==> src/design/row_column_score_sort_order_core_defines.svh <==
// assertion macros for the row/column score ordering core
// no dependencies; included by rcso_ctrl, the module that carries checks
`ifndef ROW_COLUMN_SCORE_SORT_ORDER_CORE_DEFINES_SVH
`define ROW_COLUMN_SCORE_SORT_ORDER_CORE_DEFINES_SVH

`ifndef SYNTHESIS

// antecedent implies consequent in the same cycle
`define RCSO_ASSERT_SAME(lbl, clk, rst_n, ante, cons) \
  lbl: assert property (@(posedge clk) disable iff (!rst_n) (ante) |-> (cons)) \
    else $error("rcso check failed");

// antecedent implies consequent in the next cycle
`define RCSO_ASSERT_NEXT(lbl, clk, rst_n, ante, cons) \
  lbl: assert property (@(posedge clk) disable iff (!rst_n) (ante) |=> (cons)) \
    else $error("rcso check failed");

`else

`define RCSO_ASSERT_SAME(lbl, clk, rst_n, ante, cons)
`define RCSO_ASSERT_NEXT(lbl, clk, rst_n, ante, cons)

`endif

`endif

==> src/design/rcso_pkg.sv <==
// shared types, constants and the ordering compare for the score ordering core
// no dependencies
package rcso_pkg;

  localparam int MAX_ITEMS_DEF = 64;
  localparam int COST_BITS_DEF = 16;

  localparam int IDX_W   = 6;
  localparam int COST_W  = 16;
  localparam int SCORE_W = 23;
  localparam int SUM_W   = SCORE_W + 1;
  localparam int N_W     = 7;

  localparam logic signed [SUM_W-1:0] SUM_HI = SUM_W'((2 ** (SCORE_W - 1)) - 1);
  localparam logic signed [SUM_W-1:0] SUM_LO = -SUM_W'(2 ** (SCORE_W - 1));

  typedef enum logic [2:0] {
    OP_HOLD,
    OP_ACCUM,
    OP_SORT,
    OP_SHIFT,
    OP_CLEAR
  } cell_op_t;

  typedef struct packed {
    cell_op_t op;
    logic     odd;
  } ctl_t;

  typedef struct packed {
    logic [IDX_W-1:0]  row;
    logic [IDX_W-1:0]  col;
    logic [COST_W-1:0] cost;
    logic              hit;
    logic [N_W-1:0]    n;
  } upd_t;

  typedef struct packed {
    logic                      valid;
    logic [IDX_W-1:0]          idx;
    logic signed [SCORE_W-1:0] score;
  } cell_t;

  localparam cell_t CELL_EMPTY = '{valid: 1'b0, idx: '0, score: '0};

  // true when a must leave before b: higher score first, lower index on a tie
  function automatic logic goes_before(cell_t a, cell_t b);
    logic gt;
    logic eq;
    gt = $signed(a.score) > $signed(b.score);
    eq = a.score == b.score;
    return a.valid && (!b.valid || gt || (eq && (a.idx < b.idx)));
  endfunction

endpackage

==> src/design/rcso_cell.sv <==
// one score cell: accumulates its item's score, swaps with neighbors, shifts out
// depends on rcso_pkg
module rcso_cell
  import rcso_pkg::*;
#(
  parameter int POS = 0
) (
  input  logic  clk,
  input  logic  rst_n,
  input  ctl_t  ctl,
  input  upd_t  upd,
  input  cell_t left_i,
  input  cell_t right_i,
  input  logic  swap_left,
  input  logic  swap_right,
  output cell_t data_o
);

  localparam logic [IDX_W-1:0] MY_IDX = IDX_W'(POS);

  cell_t data_r;
  cell_t data_nxt;

  logic                    add_hit;
  logic                    sub_hit;
  logic signed [SUM_W-1:0] cost_ext;
  logic signed [SUM_W-1:0] sum;
  logic signed [SCORE_W-1:0] sat;

  always_comb begin
    add_hit  = upd.hit && (upd.row == MY_IDX);
    sub_hit  = upd.hit && (upd.col == MY_IDX);
    cost_ext = $signed({{(SUM_W - COST_W){1'b0}}, upd.cost});
    sum      = $signed({data_r.score[SCORE_W-1], data_r.score});
    if (add_hit) begin
      sum = sum + cost_ext;
    end else if (sub_hit) begin
      sum = sum - cost_ext;
    end
    if (sum > SUM_HI) begin
      sat = SUM_HI[SCORE_W-1:0];
    end else if (sum < SUM_LO) begin
      sat = SUM_LO[SCORE_W-1:0];
    end else begin
      sat = sum[SCORE_W-1:0];
    end
  end

  always_comb begin
    data_nxt = data_r;
    case (ctl.op)
      OP_ACCUM: begin
        data_nxt.valid = N_W'(POS) < upd.n;
        data_nxt.score = sat;
      end
      OP_SORT: begin
        if (swap_right) begin
          data_nxt = right_i;
        end else if (swap_left) begin
          data_nxt = left_i;
        end
      end
      OP_SHIFT: data_nxt = right_i;
      OP_CLEAR: data_nxt = '{valid: 1'b0, idx: MY_IDX, score: '0};
      default:  data_nxt = data_r;
    endcase
  end

  always_ff @(posedge clk) begin
    if (!rst_n) begin
      data_r <= '{valid: 1'b0, idx: MY_IDX, score: '0};
    end else begin
      data_r <= data_nxt;
    end
  end

  assign data_o = data_r;

endmodule

==> config.mk <==
export PLATFORM = sky130hd
export DESIGN_NAME = rcso_cell
export DESIGN_NICKNAME = d
export VERILOG_FILES = /design/src/design/row_column_score_sort_order_core_defines.svh /design/src/design/rcso_pkg.sv /design/src/design/rcso_cell.sv
export SDC_FILE = /design/constraint.sdc
export NUM_CORES = 1
export LEC_CHECK = 0
export ABC_CLOCK_PERIOD_IN_PS = 7450
export BUFFER_PORTS_ARGS = -buffer_cell sky130_fd_sc_hd__buf_4
export CAP_MARGIN = 20
export CELL_PAD_IN_SITES_DETAIL_PLACEMENT = 1
export CELL_PAD_IN_SITES_GLOBAL_PLACEMENT = 1
export CORE_MARGIN = 8
export CORE_UTILIZATION = 25
export DETAILED_ROUTE_END_ITERATION = 6
export GPL_TIMING_DRIVEN = 0
export PLACE_DENSITY = 0.57
export SLEW_MARGIN = 20
export SYNTH_ARGS = -nofsm -noshare
export SYNTH_HDL_FRONTEND = slang
export SYNTH_SLANG_ARGS = --single-unit
==> constraint.sdc <==
create_clock -name clk -period 7.45 [get_ports clk]
set_input_delay 1.1175 -clock clk [delete_from_list [all_inputs] [get_ports clk]]
set_output_delay 1.1175 -clock clk [all_outputs]
set_load 0.01 [all_outputs]
# Word level (Yosys, flattened, before mapping)
# Cells that the tools add are included.
[totals]
ff_bits = 30
in_bits = 104
output_inout_bits = 30
word_cells = 30
[op_classes]
n_addsub = 2
magnitude_cmp = 3
eq_ne = 5
muxes = 9
reduce_logical = 8
[ops]
columns = ["operator", "count"]
rows = [
  ["$pmux W23 S4", 1],
  ["$mux W30", 2],
  ["$mux W24", 2],
  ["$mux W23", 2],
  ["$add A23 B17 Y24", 1],
  ["$gt A24 B23 Y1 const B", 1],
  ["$lt A24 B23 Y1 const B", 1],
  ["$sub A23 B17 Y24", 1],
  ["$pmux W6 S3", 1],
  ["$logic_not A6 Y1", 2],
  ["$lt A1 B7 Y1 const A", 1],
  ["$eq A3 B2 Y1 const B", 2],
  ["$pmux W1 S4", 1],
  ["$reduce_and A2 Y1", 2],
  ["$reduce_bool A4 Y1", 1],
  ["$eq A3 B1 Y1 const B", 1],
  ["$eq A3 B3 Y1 const B", 1],
  ["$ne A3 B3 Y1 const B", 1],
  ["$reduce_bool A3 Y1", 1],
  ["$logic_and A1 B1 Y1", 2],
]

# Logic depth before layout (Yosys ltp)
[logic_depth]
depth_word = 8
depth_mapped = 13
mapped_depth_nobuf = 12

# Worst setup path before layout
# Ideal clock, no wire load.
[synth_path]
path_kind = "input-to-reg"
start = "input upd[8] (netlist bit)"
end = "register data_r (netlist bit data_o[19])"
setup_ns = 0.129
arrival_time_ns = 3.675
required_time_ns = 7.321
slack_ns = 3.646
stages = 11
n_path_buf = 0
path_cell_list = "ha_1 -> fa_1 -> nor2b_1 -> o2111a_1 -> nor3_1 -> o311ai_2 -> a21oi_1 -> nor4_1 -> nor3_4 -> a2111oi_0 -> nor2_1"
[synth_via]
elab_chain_cells = 7
elab_cells_between_ends = 9
classes_between = "2 x add/sub; 2 x order compare; 5 x mux"
[synth_rtl]
columns = ["item", "line_no", "source"]
rows = [
  ["from (decl)", "rcso_cell.sv:11", "input upd_t upd,"],
  ["$sub A23 B17 Y24", "rcso_cell.sv:38", "sum = sum - cost_ext;"],
  ["$mux W24", "rcso_cell.sv:37", "end else if (sub_hit) begin"],
  ["$mux W24 *", "rcso_cell.sv:35", "if (add_hit) begin"],
  ["$lt A24 B23 Y1", "rcso_cell.sv:42", "end else if (sum < SUM_LO) begin"],
  ["$mux W23", "rcso_cell.sv:42", ""],
  ["$mux W23 *", "rcso_cell.sv:40", "if (sum > SUM_HI) begin"],
  ["$pmux W23 S4 *", "rcso_cell.sv:51", "case (ctl.op)"],
  ["to (signal assigned)", "rcso_cell.sv:71", "data_r <= '{valid: 1'b0, idx: MY_IDX, score: '0};"],
  ["to (signal assigned)", "rcso_cell.sv:73", "data_r <= data_nxt;"],
  ["to (decl)", "rcso_cell.sv:21", "cell_t data_r;"],
]
# Every way passes the cells marked *; elsewhere a longest branch is shown, timed or not.
# A chain may end at the register's enable or synchronous reset.

# Final worst setup path
[layout_path]
start = "input upd[14] (netlist bit)"
end = "register data_r (netlist bit data_o[20])"
# Same word-level chain as after synthesis.

==> results.json <==
{
  "status": "finished clean",
  "critical_path_class": "in -> reg",
  "wl_per_cell_um": 21.4,
  "ctsResizeCount": 0,
  "p_leak_nw": 2.37,
  "antenna_cells": 0,
  "yosysSeqAreaShare_pct": 14.2,
  "fin_cells": 981,
  "cts-root-buf": "clkbuf_16",
  "r2r_slack_ns": 3.47,
  "ys.flop_type": "dfxtp_1",
  "synth-edff-count": 0,
  "final.setup_skew_ns": 0.00460,
  "end_kind": "flip-flop",
  "antenna_found_initial": 0,
  "cts_tree": "done",
  "async_flop_share_pct": 0,
  "setup_tns_ns": 0,
  "holdPathStages": 2,
  "met3_usage_pct": 3.31,
  "cts_buffers": 5,
  "reg2reg_depth": 10,
  "clock-sinks": 30,
  "grt_pass1_vias": 5905,
  "use_met1_pct": 25.3,
  "ir_drop_v": 0.0000730,
  "synth_compound_area_share_pct": 43.7,
  "setup.worst_path.start_class": "primary input",
  "cap_violations": 0,
  "grt_use_total_pct": 19.0,
  "num_rows": 47,
  "postCtsSetupBuffers": 0,
  "largest_reg_flops": 30,
  "layout_common_cells": "buf_4 (131), a21oi_1 (76), o21ai_0 (65)",
  "fin_crit_sh_pct": 60.7,
  "syn_nets": 761,
  "clk_pin_slew_ns": 0.06,
  "yosys.area_share.simple_pct": 23.3,
  "ys_warn_count": 0,
  "slew_violations": 0,
  "crit_arrival_ns": 4.72,
  "die_area_um2": 21400,
  "regToRegStartpoint": "data_o[7]",
  "clk_latency_ns": 0.29,
  "drc": 0,
  "min_path_type": "reg -> reg",
  "cp.required_ns": 7.65,
  "floorplan.initialDensity_pct": 25.5,
  "hold_ws_ns": 0.463,
  "grt_start_max_net_pins": 11,
  "drive_gt1_share_pct": 22.5,
  "ant_nets": 0,
  "r2r_end": "data_o[20]",
  "firstDrtPassIters": 5,
  "num-nets-final": 898,
  "ios": 134,
  "share_clk_of_total_power_pct": 35.5,
  "synth_top_family_by_area": "compound AO/OA/AOI/OAI gates",
  "die_h_um": 146,
  "synth_cell_type_count": 69,
  "gp_congestion": 0.870,
  "final_common_cell": "buf_4",
  "area_growth_pct": 34.3,
  "intPower_mw": 0.508,
  "synthXorXnorAreaFrac_pct": 0.207,
  "worstHoldEndpoint": "data_o[24]",
  "ys_ff_latch": 30,
  "synth_area_um2": 4230,
  "period_minus_slack_ns": 4.52,
  "p_seq_share_pct": 23.6,
  "path_max_fanout": 10,
  "muxShareOfSynthArea_pct": 0.739,
  "dieWidth_um": 146,
  "place.port_buffers": 130,
  "grt_pass1_wl_um": 33100,
  "coreArea_um2": 16600,
  "relSlewSlack_pct": 36.7,
  "fmax_mhz": 221,
  "worstHoldStart": "data_o[24]",
  "placed_cells": 973,
  "power_frac_comb_pct": 40.9,
  "worst_slew_pin_slew_ns": 0.947,
  "synth-adder-area-share_pct": 10.4,
  "grt_most_used_layer": "met2",
  "p_sw_share_pct": 37.3,
  "power.total_mw": 0.809,
  "hold_violations": 0,
  "gr-usage-met2_pct": 31.9,
  "setup_viol": 0,
  "h-tree-depth": 2,
  "vias_per_cell": 5.57,
  "cellPowerDensity_nw_per_um2": 142,
  "p_switching_mw": 0.301,
  "num_vias": 5466,
  "syn_inst": 623,
  "overflow": 0,
  "drt-total-wl_um": 21000,
  "drt_iter0_drc": 307,
  "clockBufferDepth": 2,
  "utilization_pct": 34.3,
  "rsz0062_at_grt": "no",
  "syn_avg_cell_area_um2": 6.80,
  "hpwl_um": 17100,
  "hold_buffers": 0
}
==> critical path, stage by stage <==
cell	delay, ns
buf_4	0.09
inv_1	0.04
ha_1	0.30
clkbuf_1	0.26
nor4_1	0.63
nand2_1	0.11
o211ai_1	0.66
a21oi_1	0.19
nand3b_1	0.21
a31oi_1	0.61
o21ai_1	0.20
a221oi_2	0.30
==> cells in the mapped netlist, types with 3 or more instances <==
| cell | number | area share [%] |
|---|---|---|
| or3_1 | 8 | 1.2 |
| a41oi_1 | 3 | 0.62 |
| a221oi_1 | 16 | 3.3 |
| nor3_1 | 19 | 2.2 |
| o31ai_1 | 7 | 1.2 |
| nor2_1 | 60 | 5.3 |
| a22oi_1 | 4 | 0.71 |
| nand2_1 | 41 | 3.6 |
| inv_1 | 38 | 3.4 |
| a21oi_1 | 76 | 9.0 |
| o2111a_1 | 3 | 0.80 |
| a221o_1 | 4 | 0.95 |
| nand4_1 | 3 | 0.44 |
| o21ai_1 | 5 | 0.59 |
| a221oi_2 | 3 | 1.1 |
| nor4_1 | 7 | 1.0 |
| a211oi_1 | 10 | 1.8 |
| a21o_1 | 6 | 1.1 |
| o211ai_1 | 12 | 2.1 |
| and2_1 | 5 | 0.74 |
| clkbuf_1 | 32 | 2.8 |
| dfxtp_1 | 30 | 14 |
| a211o_1 | 5 | 1.0 |
| ha_1 | 32 | 9.5 |
| buf_2 | 6 | 0.71 |
| or2_2 | 6 | 0.89 |
| o32ai_1 | 3 | 0.62 |
| nand3_1 | 14 | 1.7 |
| o21ai_0 | 65 | 7.7 |
| a22o_1 | 5 | 1.0 |
| o22ai_1 | 13 | 1.9 |
| o21a_1 | 5 | 0.89 |
| nor2b_1 | 13 | 1.9 |
| a31oi_1 | 8 | 1.2 |
| a311oi_1 | 4 | 0.83 |
| nand2b_1 | 7 | 1.0 |
| o221ai_1 | 4 | 0.83 |
==> worst max path at each step <==
stage | start | end | slack [ns] | depth (start not counted)
floorplan | upd[8] | data_o[19] | 3.65 | 11
global placement | upd[14] | data_o[20] | 2.79 | 12
detailed placement | upd[14] | data_o[20] | 2.68 | 12
CTS | upd[14] | data_o[20] | 2.96 | 12
global route | upd[14] | data_o[20] | 2.73 | 12
finish | upd[14] | data_o[20] | 2.93 | 12
==> per-layer routing <==
| layer | vias up | part of all wire [%] |
|---|---|---|
| met1 | 2664 | 48 |
| met2 | 155 | 46 |
| li1 | 2633 | - |
| met5 | - | 0 |
| met3 | 14 | 5.1 |
| met4 | 0 | 0.95 |
==> through the flow <==
stage / setup slack [ns] / area (µm²)
after floorplan: 3.65 / 4230
after global placement: 2.79 / 5490
after detailed placement: 2.68 / 5490
after CTS: 2.96 / 5690
after global routing: 2.73 / 5690
final: 2.93 / 5690
==> kinds of logic (layout without fill, tap and decap cells) <==
kind of cell             Yosys count  count (layout)
AO/OA/AOI/OAI                    280             280
AND/OR/NAND/NOR                  196             196
buffers and inverters             79             217
adder cells (fa/ha/maj)           34              34
flip-flops                        30              30
multiplexers                       3               3
XOR/XNOR                           1               1
==> layout make-up <==
type / instances / area, µm²
tap: 220 / 275
inverter: 38 / 143
clock buffer: 6 / 139
multi-input combinational: 514 / 3320
timing repair buffer: 130 / 976
buffer: 41 / 174
sequential: 30 / 601
fill: 2136 / 10900
clock inverter: 2 / 60.1
==> power by group through the flow <==
| stage | combinational, mW | clock [mW] | sequential, mW |
|---|---|---|---|
| after floorplan | 0.187 | 0 | 0.193 |
| after global placement | 0.322 | 0 | 0.194 |
| after CTS | 0.329 | 0.289 | 0.191 |
| after detailed placement | 0.327 | 0 | 0.194 |
| final | 0.331 | 0.287 | 0.191 |
| after global routing | 0.363 | 0.295 | 0.194 |
Power figures use the tool's default switching activity.
