<file path="config.mk">
export PLATFORM = sky130hd
export DESIGN_NAME = rcso_ctrl
export DESIGN_NICKNAME = d
export VERILOG_FILES = /design/src/design/rcso_pkg.sv /design/src/design/rcso_ctrl.sv
export VERILOG_INCLUDE_DIRS = /design/src /design/src/design
export SDC_FILE = /design/constraint.sdc
export NUM_CORES = 1
export LEC_CHECK = 0
export BUFFER_PORTS_ARGS = -buffer_cell sky130_fd_sc_hd__buf_2
export CORE_MARGIN = 5
export CORE_UTILIZATION = 30
export DETAILED_ROUTE_END_ITERATION = 6
export SYNTH_ARGS = -nofsm -noshare
export SYNTH_HDL_FRONTEND = slang
export SYNTH_SLANG_ARGS = --single-unit
</file>
<file path="constraint.sdc">
create_clock -name clk -period 2.1 [get_ports clk]
set_clock_uncertainty 0.2 [all_clocks]
set_input_delay 0.105 -clock clk [delete_from_list [all_inputs] [get_ports clk]]
set_output_delay 0.105 -clock clk [all_outputs]
set_load 0.01 [all_outputs]
</file>
<file path="src/design/row_column_score_sort_order_core_defines.svh">
// assertion macros for the row/column score ordering core
// no dependencies; included by rcso_ctrl, the module that carries checks
`ifndef ROW_COLUMN_SCORE_SORT_ORDER_CORE_DEFINES_SVH
`define ROW_COLUMN_SCORE_SORT_ORDER_CORE_DEFINES_SVH

`ifndef SYNTHESIS

// antecedent implies consequent in the same cycle
`define RCSO_ASSERT_SAME(lbl, clk, rst_n, ante, cons) \
  lbl: assert property (@(posedge clk) disable iff (!rst_n) (ante) |-> (cons)) \
    else $error("rcso check failed");

// antecedent implies consequent in the next cycle
`define RCSO_ASSERT_NEXT(lbl, clk, rst_n, ante, cons) \
  lbl: assert property (@(posedge clk) disable iff (!rst_n) (ante) |=> (cons)) \
    else $error("rcso check failed");

`else

`define RCSO_ASSERT_SAME(lbl, clk, rst_n, ante, cons)
`define RCSO_ASSERT_NEXT(lbl, clk, rst_n, ante, cons)

`endif

`endif

</file>
<file path="src/design/rcso_pkg.sv">
// shared types, constants and the ordering compare for the score ordering core
// no dependencies
package rcso_pkg;

  localparam int MAX_ITEMS_DEF = 64;
  localparam int COST_BITS_DEF = 16;

  localparam int IDX_W   = 6;
  localparam int COST_W  = 16;
  localparam int SCORE_W = 23;
  localparam int SUM_W   = SCORE_W + 1;
  localparam int N_W     = 7;

  localparam logic signed [SUM_W-1:0] SUM_HI = SUM_W'((2 ** (SCORE_W - 1)) - 1);
  localparam logic signed [SUM_W-1:0] SUM_LO = -SUM_W'(2 ** (SCORE_W - 1));

  typedef enum logic [2:0] {
    OP_HOLD,
    OP_ACCUM,
    OP_SORT,
    OP_SHIFT,
    OP_CLEAR
  } cell_op_t;

  typedef struct packed {
    cell_op_t op;
    logic     odd;
  } ctl_t;

  typedef struct packed {
    logic [IDX_W-1:0]  row;
    logic [IDX_W-1:0]  col;
    logic [COST_W-1:0] cost;
    logic              hit;
    logic [N_W-1:0]    n;
  } upd_t;

  typedef struct packed {
    logic                      valid;
    logic [IDX_W-1:0]          idx;
    logic signed [SCORE_W-1:0] score;
  } cell_t;

  localparam cell_t CELL_EMPTY = '{valid: 1'b0, idx: '0, score: '0};

  // true when a must leave before b: higher score first, lower index on a tie
  function automatic logic goes_before(cell_t a, cell_t b);
    logic gt;
    logic eq;
    gt = $signed(a.score) > $signed(b.score);
    eq = a.score == b.score;
    return a.valid && (!b.valid || gt || (eq && (a.idx < b.idx)));
  endfunction

endpackage

</file>
<file path="src/design/rcso_ctrl.sv">
// sequencer for the score ordering core: load, sort passes, emission
// depends on rcso_pkg and the assertion macro header
`include "row_column_score_sort_order_core_defines.svh"

module rcso_ctrl
  import rcso_pkg::*;
#(
  parameter int MAX_ITEMS = MAX_ITEMS_DEF
) (
  input  logic           clk,
  input  logic           rst_n,
  input  logic           in_valid,
  input  logic           in_last,
  input  logic           out_ready,
  input  logic [N_W-1:0] n,
  output logic           in_ready,
  output logic           out_valid,
  output logic           out_last,
  output ctl_t           ctl
);

  localparam int CNT_W = $clog2(MAX_ITEMS);

  typedef enum logic [1:0] {
    ST_IDLE,
    ST_SORT,
    ST_EMIT
  } state_t;

  state_t           state_r;
  state_t           state_nxt;
  logic [CNT_W-1:0] phase_r;
  logic [CNT_W-1:0] phase_nxt;
  logic [CNT_W-1:0] emit_r;
  logic [CNT_W-1:0] emit_nxt;
  logic             in_fire;
  logic             out_fire;

  assign in_ready  = state_r == ST_IDLE;
  assign out_valid = state_r == ST_EMIT;
  assign in_fire   = in_valid && in_ready;
  assign out_fire  = out_valid && out_ready;
  assign out_last  = N_W'(emit_r) == (n - N_W'(1));

  always_comb begin
    state_nxt = state_r;
    phase_nxt = phase_r;
    emit_nxt  = emit_r;
    ctl.op    = OP_HOLD;
    ctl.odd   = phase_r[0];
    unique case (state_r)
      ST_IDLE: begin
        if (in_fire) begin
          ctl.op = OP_ACCUM;
          if (in_last) begin
            state_nxt = ST_SORT;
            phase_nxt = '0;
          end
        end
      end
      ST_SORT: begin
        ctl.op    = OP_SORT;
        phase_nxt = phase_r + CNT_W'(1);
        if (phase_r == CNT_W'(MAX_ITEMS - 1)) begin
          state_nxt = ST_EMIT;
          emit_nxt  = '0;
        end
      end
      ST_EMIT: begin
        if (out_fire) begin
          if (out_last) begin
            ctl.op    = OP_CLEAR;
            state_nxt = ST_IDLE;
          end else begin
            ctl.op   = OP_SHIFT;
            emit_nxt = emit_r + CNT_W'(1);
          end
        end
      end
      default: state_nxt = ST_IDLE;
    endcase
  end

  always_ff @(posedge clk) begin
    if (!rst_n) begin
      state_r <= ST_IDLE;
      phase_r <= '0;
      emit_r  <= '0;
    end else begin
      state_r <= state_nxt;
      phase_r <= phase_nxt;
      emit_r  <= emit_nxt;
    end
  end

  `RCSO_ASSERT_SAME(a_no_overlap, clk, rst_n, in_ready, !out_valid)
  `RCSO_ASSERT_NEXT(a_last_starts_sort, clk, rst_n, in_fire && in_last, ctl.op == OP_SORT)
  `RCSO_ASSERT_NEXT(a_final_frees_input, clk, rst_n, out_fire && out_last, in_ready)
  `RCSO_ASSERT_SAME(a_emit_in_range, clk, rst_n, out_valid, N_W'(emit_r) < n)

endmodule

</file>
* Word-level counts from Yosys, hierarchy flattened *
Cells that the tools add are included.

cells by class
  eq/ne operators = 10
  reductions and logical operators = 8
  add/sub/neg operators = 3
  muxes and demuxes = 17

operators with widths
  cell                                                                 number
  6-bit two-way mux                                                    5
  6-bit one-hot mux with 2 select lines                                2
  6-bit by 1-bit adder with 6-bit output (second input constant)       2
  2-bit two-way mux                                                    5
  3-bit one-hot mux with 3 select lines                                1
  6-bit by 7-bit == test with 1-bit output                             1
  7-bit by 1-bit subtractor with 7-bit output (second input constant)  1
  6-bit == test (second input constant)                                1
  3-bit two-way mux                                                    2
  2-bit by 1-bit != test with 1-bit output (second input constant)     3
  2-bit != test (second input constant)                                3
  2-bit one-hot mux with 3 select lines                                1
  5-bit AND reduction                                                  1
  4-bit AND reduction                                                  1
  2-bit nonzero test                                                   2
  3-bit AND reduction                                                  1
  2-bit by 1-bit == test with 1-bit output (second input constant)     1
  2-bit == test (second input constant)                                1
  1-bit logical AND                                                    2
  2-bit zero test                                                      1
  1-bit two-way mux                                                    1

storage, ports and cells
  output and inout bits = 7
  flip-flop bits (word level) = 14
  input bits = 12
  logic and storage cells = 41

* Logic depth before layout (Yosys ltp) *
Gate-level depths: netlist of the first run.

  depth after elaboration = 5
  mapped depth = 9
  gate-level depth less buffers = 8

* Least setup slack after synthesis of the first run *
Ideal clock, no wire load.

  kind = in2out
  start point = input n[0]
  end point = output ctl[3] in the netlist's numbering
  data required time = 1.795 ns
  path buffers = 0
  arrival = 1.897 ns
  stages on the path = 7
  slack = -0.102 ns
  path through = inv_1 ha_1 nor2b_1 or3_1 a31o_1 nor4_1 and2_1

RTL lines
  item         RTL line         text
  from (decl)  rcso_ctrl.sv:15  input logic [N_W-1:0] n,
  to (decl)    rcso_ctrl.sv:19  output ctl_t ctl

==> results.ini, run 1 <==
[status]
status=finished with violations
violations=negative setup slack

[clocking]
clkLatencyLatePin_ns=0.27
clockRootBuffer=clkbuf_4
cts_max_path_buffers=2
cts.reportedPaths.clkPinSlew_ns=0.08
clock_sinks=14
cts_buffers=3
h-tree-depth=1
tritoncts=yes

[floorplanning]
pin_count=19
fp.coreArea_sq_mm=0.00305
initial_core_util_pct=31.1
die_area_sq_mm=0.00440
die_w_um=66.3
die_height_um=66.3
rows=20

[worst_setup_path]
rrSetupSlack_ns=0.01
cp_cell_sequence=or3_1, a31o_4, o41ai_4, buf_6, nand2b_1, buf_2
reg2reg_to=emit_r[3]$_SDFFE_PN0P_
cp_max_fo=5
critPathKind=reg -> out
r2r_cells=10
r2r_start=emit_r[5]$_SDFFE_PN0P_
critPathLaunch=emit_r[2]$_SDFFE_PN0P_
crit_required_ns=1.79
slowest_delay_ns=0.36
endpoint_kind=output port
crit_slowest_cell=or3_1
start_kind=register
arrival_ns=1.87

[detailed_routing]
wl_mm=2.49
drtIter0Drc=48
vias=961
wl_per_cell_um=12.6
first_pass_iters=4
via_per_inst=4.85
route.detailed.drc=0
ant_nets=0

[synthesis]
syn_inst=116
ys_types=37
netlist_area_sq_um=951
synth_seq_cells=14
avgSynthCellArea_sq_um=8.20
synth.net_count=131
yosysWarningCount=0
ys_seq_area_share_pct=29.5

[place]
place.gp.congestion=0.806
portBuffers=18
place_area_sq_mm=0.00117
pre_cts_ws_ns=-0.196
dp_hpwl_mm=1.87

[final_layout]
area_growth_syn_to_layout_pct=47.4
fin_nets=171
antenna_cells=0
layout_common_cells=buf_2 (17), buf_4 (15), nand2_1 (13), dfxtp_1 (11), nor2_1 (8)
mostFrequentLayoutCell=buf_2
drive_above_1_share_pct=39.6
stdcell_area_sq_mm=0.00140
final_core_util_pct=45.9

[hold_path]
min_to=phase_r[5]$_SDFFE_PN0P_
holdPathStages=4
hp-start=in_last
min_path_type=in -> reg

[global_route]
grt_start_max_net_pins=11
met1_usage_pct=13.1
track_usage_pct=11.7
grt_pass1_wl_mm=4.04
met3_usage_pct=3.23
antenna_found_initial=0
busiest_layer=met2
met2_usage_pct=21.3
grt_overflow=0
grt_pass1_vias=920

[sta]
worstMarginPinSlew_ns=0.423
maxSlewViolCount=0
rsz0062_at_grt=true
period_needed_ns=2.17
finalSetupViolations=4
maxSlewHeadroom_pct=71.6
fmax_mhz=461
period_share_pct=103
fin_ws_ns=-0.0702
hold_viol=0

[power]
power.leakage_nw=0.615
power_density_mw_per_mm2=381
vdd.ir_drop.worst_uv=263

[job]
cap_violations=0

[worst max path at each step]
stage | endpoint | cells past startpoint | slack [ns]
2_1_floorplan | emit_r[0]$_SDFFE_PN0P_ | 9 | 0.06
3_3_place_gp | emit_r[0]$_SDFFE_PN0P_ | 10 | -0.12
3_5_place_dp | emit_r[0]$_SDFFE_PN0P_ | 10 | -0.20
4_1_cts | ctl[2] | 6 | -0.1
5_1_grt | ctl[2] | 9 | -0.14
6_report | ctl[2] | 6 | -0.07
[synthesized netlist by cell type]
master    number  area (sq um)
dfxtp_1       14           280
nand2_1       13          48.8
nor2_1         8          30.0
inv_1          7          26.3
nand3_1        6          30.0
xor2_1         6          52.6
nand4_1        5          31.3
o21ai_0        5          25.0
a21oi_1        4          20.0
and2_1         4          25.0
nor2b_1        4          25.0
ha_1           3          37.5
mux2i_1        3          30.0
o211ai_1       3          22.5
or4_1          3          22.5
xnor2_1        3          26.3
a31oi_1        2          12.5
clkbuf_1       2          7.51
nor4b_1        2          17.5
or3_1          2          12.5
a211o_1        1          8.76
a21boi_0       1          7.51
a31o_1         1          8.76
a41oi_1        1          8.76
and3_1         1          6.26
and3b_1        1          8.76
and4_1         1          8.76
buf_4          1          7.51
buf_6          1          11.3
nand2b_1       1          6.26
nand3b_1       1          7.51
nor3_2         1          10.0
nor4_1         1          6.26
o211a_1        1          10.0
o221ai_2       1          15.0
o311ai_1       1          8.76
o41ai_4        1          27.5
[state kept, by name (all words and copies together) (netlist names)]
signal,count
emit_r,6
phase_r,6
state_r,2
[worst max-delay path, delay by kind of cell, from the launching register on]
| family | cells | cell delay (ns) |
|---|---|---|
| AO/OA/AOI/OAI | 2 | 0.57 |
| buffers and inverters | 2 | 0.31 |
| flip-flops | 1 | 0.31 |
| AND/OR/NAND/NOR | 2 | 0.41 |
[metal layers]
metal,up-vias,part of all wire (%)
li1,500,-
met1,445,42
met2,14,53
met3,2,3.9
met4,0,0.72
met5,-,0
[metrics by stage]
stage	setup TNS (ns)	power (W)	cells	hold WS [ns]
after CTS	-0.188	0.000527	194	0.0287
final	-0.173	0.000534	198	0.0336
after detailed placement	-1.12	0.000368	186	0.114
after floorplan	0	0.000331	116	0.00607
after global placement	-0.515	0.000366	186	0.113
after global routing	-0.620	0.000560	198	0.0605
[final cells by class]
cell class / instances / area [sq um]
repair buffers: 39 / 274
inverters: 7 / 26.3
flip-flops and latches: 14 / 287
clock buffers: 3 / 22.5
multi-input cells: 91 / 737
well taps: 44 / 55.1
fillers: 324 / 1650
[power by group]
group          switching (W)  leakage [nW]  internal, W
Clock              0.0000797        0.0138    0.0000662
Sequential        0.00000448         0.115     0.000267
Combinational      0.0000625         0.486    0.0000534
[repair_timing]
item	4_1_cts	5_1_grt
hold endpoints to repair	6	0
pin swaps	7	7
buffers inserted	3	4
resized for setup	15	15
setup endpoints to repair	7	9
hold buffers	2	0
[cells by family after synthesis]
logic type / count (synthesis) / share of synthesized area, %
simple gates: 54 / 31.2
compound gates: 22 / 18.4
flops: 14 / 29.5
mux: 3 / 3.16
fa+ha+maj: 3 / 3.95
xor+xnor: 9 / 8.29
buf+inv: 11 / 5.53
No activity file was read; power rests on OpenSTA's default activity.
==> inputs of run 2 (changes only) <==
Settings changed: ABC_AREA set to 1.
==> run 2 against run 1 <==
The flow now finishes without violations; clock power rose by 77%; sequential power rose by 21%; register-to-register slack improved by 0.31 ns; area after synthesis rose by 19%; fmax rose by 14%; cell area fell by 2.6%; hold slack improved by 0.057 ns; sequential share of layout area rose by 0.18 points; via count rose by 19%; utilization fell by 8.6 points; critical endpoint is now ctl[3]; largest cell class unchanged; highest routed layer unchanged.
==> results.ini, run 2 <==
[final_layout]
area_growth_syn_to_layout_pct=20.4
fillers=409
layout_common_cells=nand2_1 (60), inv_1 (23), buf_2 (18), nor2_1 (16), dfxtp_1 (13)
drive_above_1_share_pct=25.6
antenna_cells=0
mostFrequentLayoutCell=nand2_1
fin_nets=219
final_cells=251
reg.largest.list=emit_r x6, phase_r x6, state_r x2

[sta]
maxSlewViolCount=0
rsz0062_at_grt=false
worstMarginPinSlew_ns=0.404
fmax_mhz=526
fin_setup_tns_ns=0
finalSetupViolations=0
maxSlewHeadroom_pct=72.9
period_needed_ns=1.90
hold_viol=0
fin_ws_ns=0.199
period_share_pct=90.5

[worst_setup_path]
cp_max_fo=4
critPathLaunch=emit_r[0]$_SDFFE_PN0P_
r2r_cells=9
r2r_start=phase_r[0]$_SDFFE_PN0P_
crit_cells=9
crit_path_end=ctl[3]
critical_path.top_delay_family=simple AND/OR/NAND/NOR gates
rrSetupSlack_ns=0.32
reg2reg_to=emit_r[1]$_SDFFE_PN0P_
critPathKind=reg -> out
endpoint_kind=output port
cp_cell_sequence=inv_2, nand2_1, nand2_1, nor2_4, nand3_2, nor2_4, nand2_2, nor3_2, buf_2
slowest_delay_ns=0.42
start_kind=register
arrival_ns=1.60
crit_slowest_cell=dfxtp_1
crit_required_ns=1.79
worst-path-buf-inv=2

[status]
status=completed

[synthesis]
avgSynthCellArea_sq_um=6.33
yosysTopAreaCell=dfxtp_1
synth_seq_cells=14
yosysMostFrequentCell=nand2_1
syn_inst=179
netlist_area_sq_mm=0.00113
ys_seq_area_share_pct=24.7
ys_top_cells_by_count=nand2_1 (60), inv_1 (23), nor2_1 (16)
synth_top_cell_area_share_pct=24.7
ys_types=28
synth-edff-count=0
synth.net_count=194
synthArstFlopShare_pct=0
synth-main-ff-cell=dfxtp_1
yosysWarningCount=0
synth_area_leaders=dfxtp_1 (25%), nand2_1 (20%), inv_1 (7.6%)

[place]
portBuffers=18
dp_hpwl_mm=2.07
placed_cells=245
pre_cts_ws_ns=0.269
place.gp.congestion=0.849

[global_route]
antenna_found_initial=0
grt_pass1_vias=1022
track_usage_pct=10.7
grt_start_max_net_pins=9
grt_overflow=0
grt_pass1_wl_mm=4.43

[power]
vdd.ir_drop.worst_uv=492
power_density_mw_per_mm2=774
power.leakage_nw=0.673

[clocking]
tritoncts=yes
h-tree-depth=1
cts.reportedPaths.clkPinSlew_ns=0.05
clockRootBuffer=clkbuf_8
cts_max_path_buffers=2
clock_sinks=14
post_cts_buffers=0
clkLatencyLatePin_ns=0.24
cts_buffers=3

[detailed_routing]
vias=1144
ant_nets=0
drtIter0Drc=73
wl_per_cell_um=10.3
first_pass_iters=4
route.detailed.drc=0
wl_mm=2.58
via_per_inst=4.56

[floorplanning]
die_height_um=71.5
fp.coreArea_sq_mm=0.00366
die_area_sq_mm=0.00511
initial_core_util_pct=31.0
die_w_um=71.5
pin_count=19
rows=22

[job]
cap_violations=0

[hold_path]
min_path_type=in -> reg

==> run 2: worst register-to-register path, delay by kind of cell, from the launching register on <==
| kind | cells | cell delay, ns |
|---|---|---|
| DFF | 1 | 0.33 |
| AOI/OAI and AO/OA | 2 | 0.46 |
| adders and majority gates | 1 | 0.22 |
| and+or+nand+nor | 5 | 0.37 |
| buffers and inverters | 1 | 0.10 |
==> run 2: worst min-delay path by stage <==
stage,start,end,depth (start not counted)
global placement,rst_n,state_r[1]$_SDFFE_PN0P_,3
floorplan,rst_n,state_r[1]$_SDFFE_PN0P_,2
CTS,in_valid,state_r[0]$_SDFFE_PN0P_,5
global route,in_valid,state_r[0]$_SDFFE_PN0P_,5
finish,in_valid,state_r[0]$_SDFFE_PN0P_,5
detailed placement,rst_n,state_r[1]$_SDFFE_PN0P_,3
==> run 2: metrics by stage <==
| step | hold slack (ns) | util, % | power (W) | cell area, sq um |
|---|---|---|---|---|
| finish | 0.0905 | 37.3 | 0.00106 | 1370 |
| floorplan | 0.0254 | - | 0.000677 | 1130 |
| CTS | 0.0866 | 37.1 | 0.00106 | 1360 |
| global route | 0.123 | 37.3 | 0.00114 | 1370 |
| global placement | 0.190 | 35.1 | 0.000799 | 1280 |
| detailed placement | 0.192 | 35.1 | 0.000798 | 1280 |
==> run 2: metal layers <==
layer	up-vias	routed length, um	global-route usage (%)	part of all wire [%]
met3	2	155	2.10	6.0
li1	608	-	-	-
met1	505	1260	14.2	49
met4	0	18	5.01	0.70
met5	-	0	0	0
met2	29	1140	16.5	44
==> run 2: area by class of cell <==
cell class | instances | area, sq um | area share (%)
Clock buffer | 4 | 55.1 | 4.03
Inverter | 33 | 124 | 9.07
Multi-Input combinational cell | 131 | 727 | 53.3
Sequential cell | 14 | 282 | 20.6
Tap cell | 48 | 60.1 | 4.40
Timing Repair Buffer | 21 | 118 | 8.62
==> run 2: cells by family (layout without fill, tap and decap cells) <==
group | after synthesis | after routing | synth area share (%)
flip-flops | 14 | 14 | 24.7
AND/OR/NAND/NOR | 107 | 107 | 46.9
AO/OA/AOI/OAI | 15 | 15 | 8.83
buffers and inverters | 34 | 58 | 11.6
XOR/XNOR | 6 | 6 | 4.64
adder cells (fa/ha/maj) | 3 | 3 | 3.31
==> run 2: power by group <==
part | internal [W] | switching, W | total, W | leakage (nW)
combinational | 0.000158 | 0.000309 | 0.000467 | 0.530
sequential | 0.000296 | 0.0000344 | 0.000330 | 0.114
clock | 0.000166 | 0.0000935 | 0.000259 | 0.0288
==> run 2: what timing repair did <==
| action | 4_1_cts | 5_1_grt |
|---|---|---|
| resized for setup | 0 | 2 |
| hold endpoints to repair | 4 | 0 |
| setup endpoints to repair | 0 | 1 |
| hold buffers | 2 | 0 |
==> inputs of run 3 (changes only) <==
Settings changed: REMOVE_ABC_BUFFERS set to 1.
==> run 3 against run 2 <==
Register-to-register slack worse by 0.04 ns; hold slack improved by 0.0054 ns; clock-buffer cell count did not move; via count decreased by 3.3%; worst setup slack gained 0.0083 ns; die area stayed put; combinational power fell by 3%; clock power is 2% higher; highest routed layer unchanged.
==> results.ini, run 3 (same netlist as run 2, synthesis figures left out) <==
[final_layout]
reg.largest.list=emit_r x6, phase_r x6, state_r x2
antenna_cells=0
fin_nets=218
layout_common_cells=nand2_1 (60), inv_1 (23), buf_2 (18), nor2_1 (16), dfxtp_1 (12)
final_cells=250
mostFrequentLayoutCell=nand2_1
final_core_util_pct=37.0
area_growth_syn_to_layout_pct=19.4
regArea_sq_um=283
fillers=381
multi_input_area_sq_um=722
drive_above_1_share_pct=25.2

[power]
power.leakage_nw=0.668
power_density_mw_per_mm2=776
vdd.ir_drop.worst_uv=476

[detailed_routing]
vias=1106
ant_nets=0
first_pass_iters=4
wl_mm=2.47
wl_per_cell_um=9.86
drtIter0Drc=69
via_per_inst=4.42
route.detailed.drc=0

[floorplanning]
die_w_um=71.5
initial_core_util_pct=31.0
rows=22
fp.coreArea_sq_mm=0.00366
die_height_um=71.5
pin_count=19
die_area_sq_mm=0.00511

[sta]
finalSetupViolations=0
maxSlewViolCount=0
worstMarginPinSlew_ns=0.381
fmax_mhz=528
period_share_pct=90.1
period_needed_ns=1.89
hold_viol=0
fin_ws_ns=0.207
maxSlewHeadroom_pct=74.5
fin_setup_tns_ns=0
rsz0062_at_grt=false

[status]
status=completed

[hold_path]
min_to=state_r[0]$_SDFFE_PN0P_
holdPathStages=5
hp-start=in_valid
min_path_type=in -> reg

[place]
pre_cts_ws_ns=0.296
portBuffers=18
placed_cells=244
place.gp.congestion=0.779
dp_hpwl_mm=1.99

[clocking]
h-tree-depth=1
post_cts_buffers=0
clkLatencyLatePin_ns=0.24
cts_buffers=3
clockRootBuffer=clkbuf_8
tritoncts=yes
clock_sinks=14
cts_max_path_buffers=2
cts.reportedPaths.clkPinSlew_ns=0.06

[worst_setup_path]
reg2reg_to=emit_r[0]$_SDFFE_PN0P_
critPathKind=reg -> out
crit_required_ns=1.79
cp_max_fo=4
arrival_ns=1.59
start_kind=register
rrSetupSlack_ns=0.28
r2r_cells=8
r2r_start=phase_r[0]$_SDFFE_PN0P_
endpoint_kind=output port

[global_route]
met2_usage_pct=15.3
grt_overflow=0
track_usage_pct=10.6
grt_start_max_net_pins=9
antenna_found_initial=0
met1_usage_pct=14.7
grt_pass1_wl_mm=4.45
met3_usage_pct=2.81
busiest_layer=met2
grt_pass1_vias=1042

[job]
cap_violations=0

run 3: cell types whose count changed in the layout (fill, tap and decap cells not counted), sizes merged:
cell / delta
buf: -1
run 3: how the worst max path moves through the flow:
stage | start | end | slack, ns | cells past startpoint
2_1_floorplan | phase_r[0]$_SDFFE_PN0P_ | emit_r[0]$_SDFFE_PN0P_ | 0.43 | 8
3_3_place_gp | n[0] | ctl[3] | 0.26 | 12
3_5_place_dp | n[0] | ctl[1] | 0.30 | 13
4_1_cts | emit_r[0]$_SDFFE_PN0P_ | ctl[1] | 0.13 | 10
5_1_grt | emit_r[3]$_SDFFE_PN0P_ | ctl[1] | 0.04 | 11
6_report | emit_r[1]$_SDFFE_PN0P_ | ctl[3] | 0.21 | 9
run 3: stage by stage:
stage | hold slack [ns] | cell area (sq um) | total power, W
final | 0.0958 | 1350 | 0.00105
after global routing | 0.144 | 1350 | 0.00116
after CTS | 0.0882 | 1350 | 0.00106
after detailed placement | 0.189 | 1280 | 0.000794
after global placement | 0.190 | 1280 | 0.000795
after floorplan | 0.0254 | 1130 | 0.000672
run 3: critical path, stage by stage, from the launching register on:
cell	delay, ns
dfxtp_1	0.40
inv_2	0.06
nand2_1	0.05
nand2_1	0.07
nor2_4	0.12
nand3_2	0.08
nor2_4	0.16
nand2_2	0.10
nor3_1	0.14
buf_2	0.16
run 3: routing by layer:
| layer | wire [um] | part of all wire [%] |
|---|---|---|
| met2 | 1030 | 42 |
| met1 | 1260 | 51 |
| met5 | 0 | 0 |
| met3 | 145 | 5.9 |
| met4 | 22 | 0.89 |
run 3: what timing repair did:
action	in CTS	in global routing
hold endpoints to repair	4	0
resized for setup	0	2
hold buffers	2	0
endpoints found under the setup margin	0	2
run 3: layout make-up:
type                            instances  share of cell area [%]
Clock buffer                            4                    4.07
Sequential cell                        14                    20.9
Timing Repair Buffer                   20                    8.13
Inverter                               33                    9.15
Multi-Input combinational cell        131                    53.3
Tap cell                               48                    4.44
run 3: power by group:
part           switching [W]  leakage (nW)  total, W  internal (W)
Combinational       0.000300         0.525  0.000455      0.000155
Sequential         0.0000351         0.114  0.000332      0.000297
Clock              0.0000980        0.0288  0.000264      0.000166
Total               0.000433         0.668   0.00105      0.000618
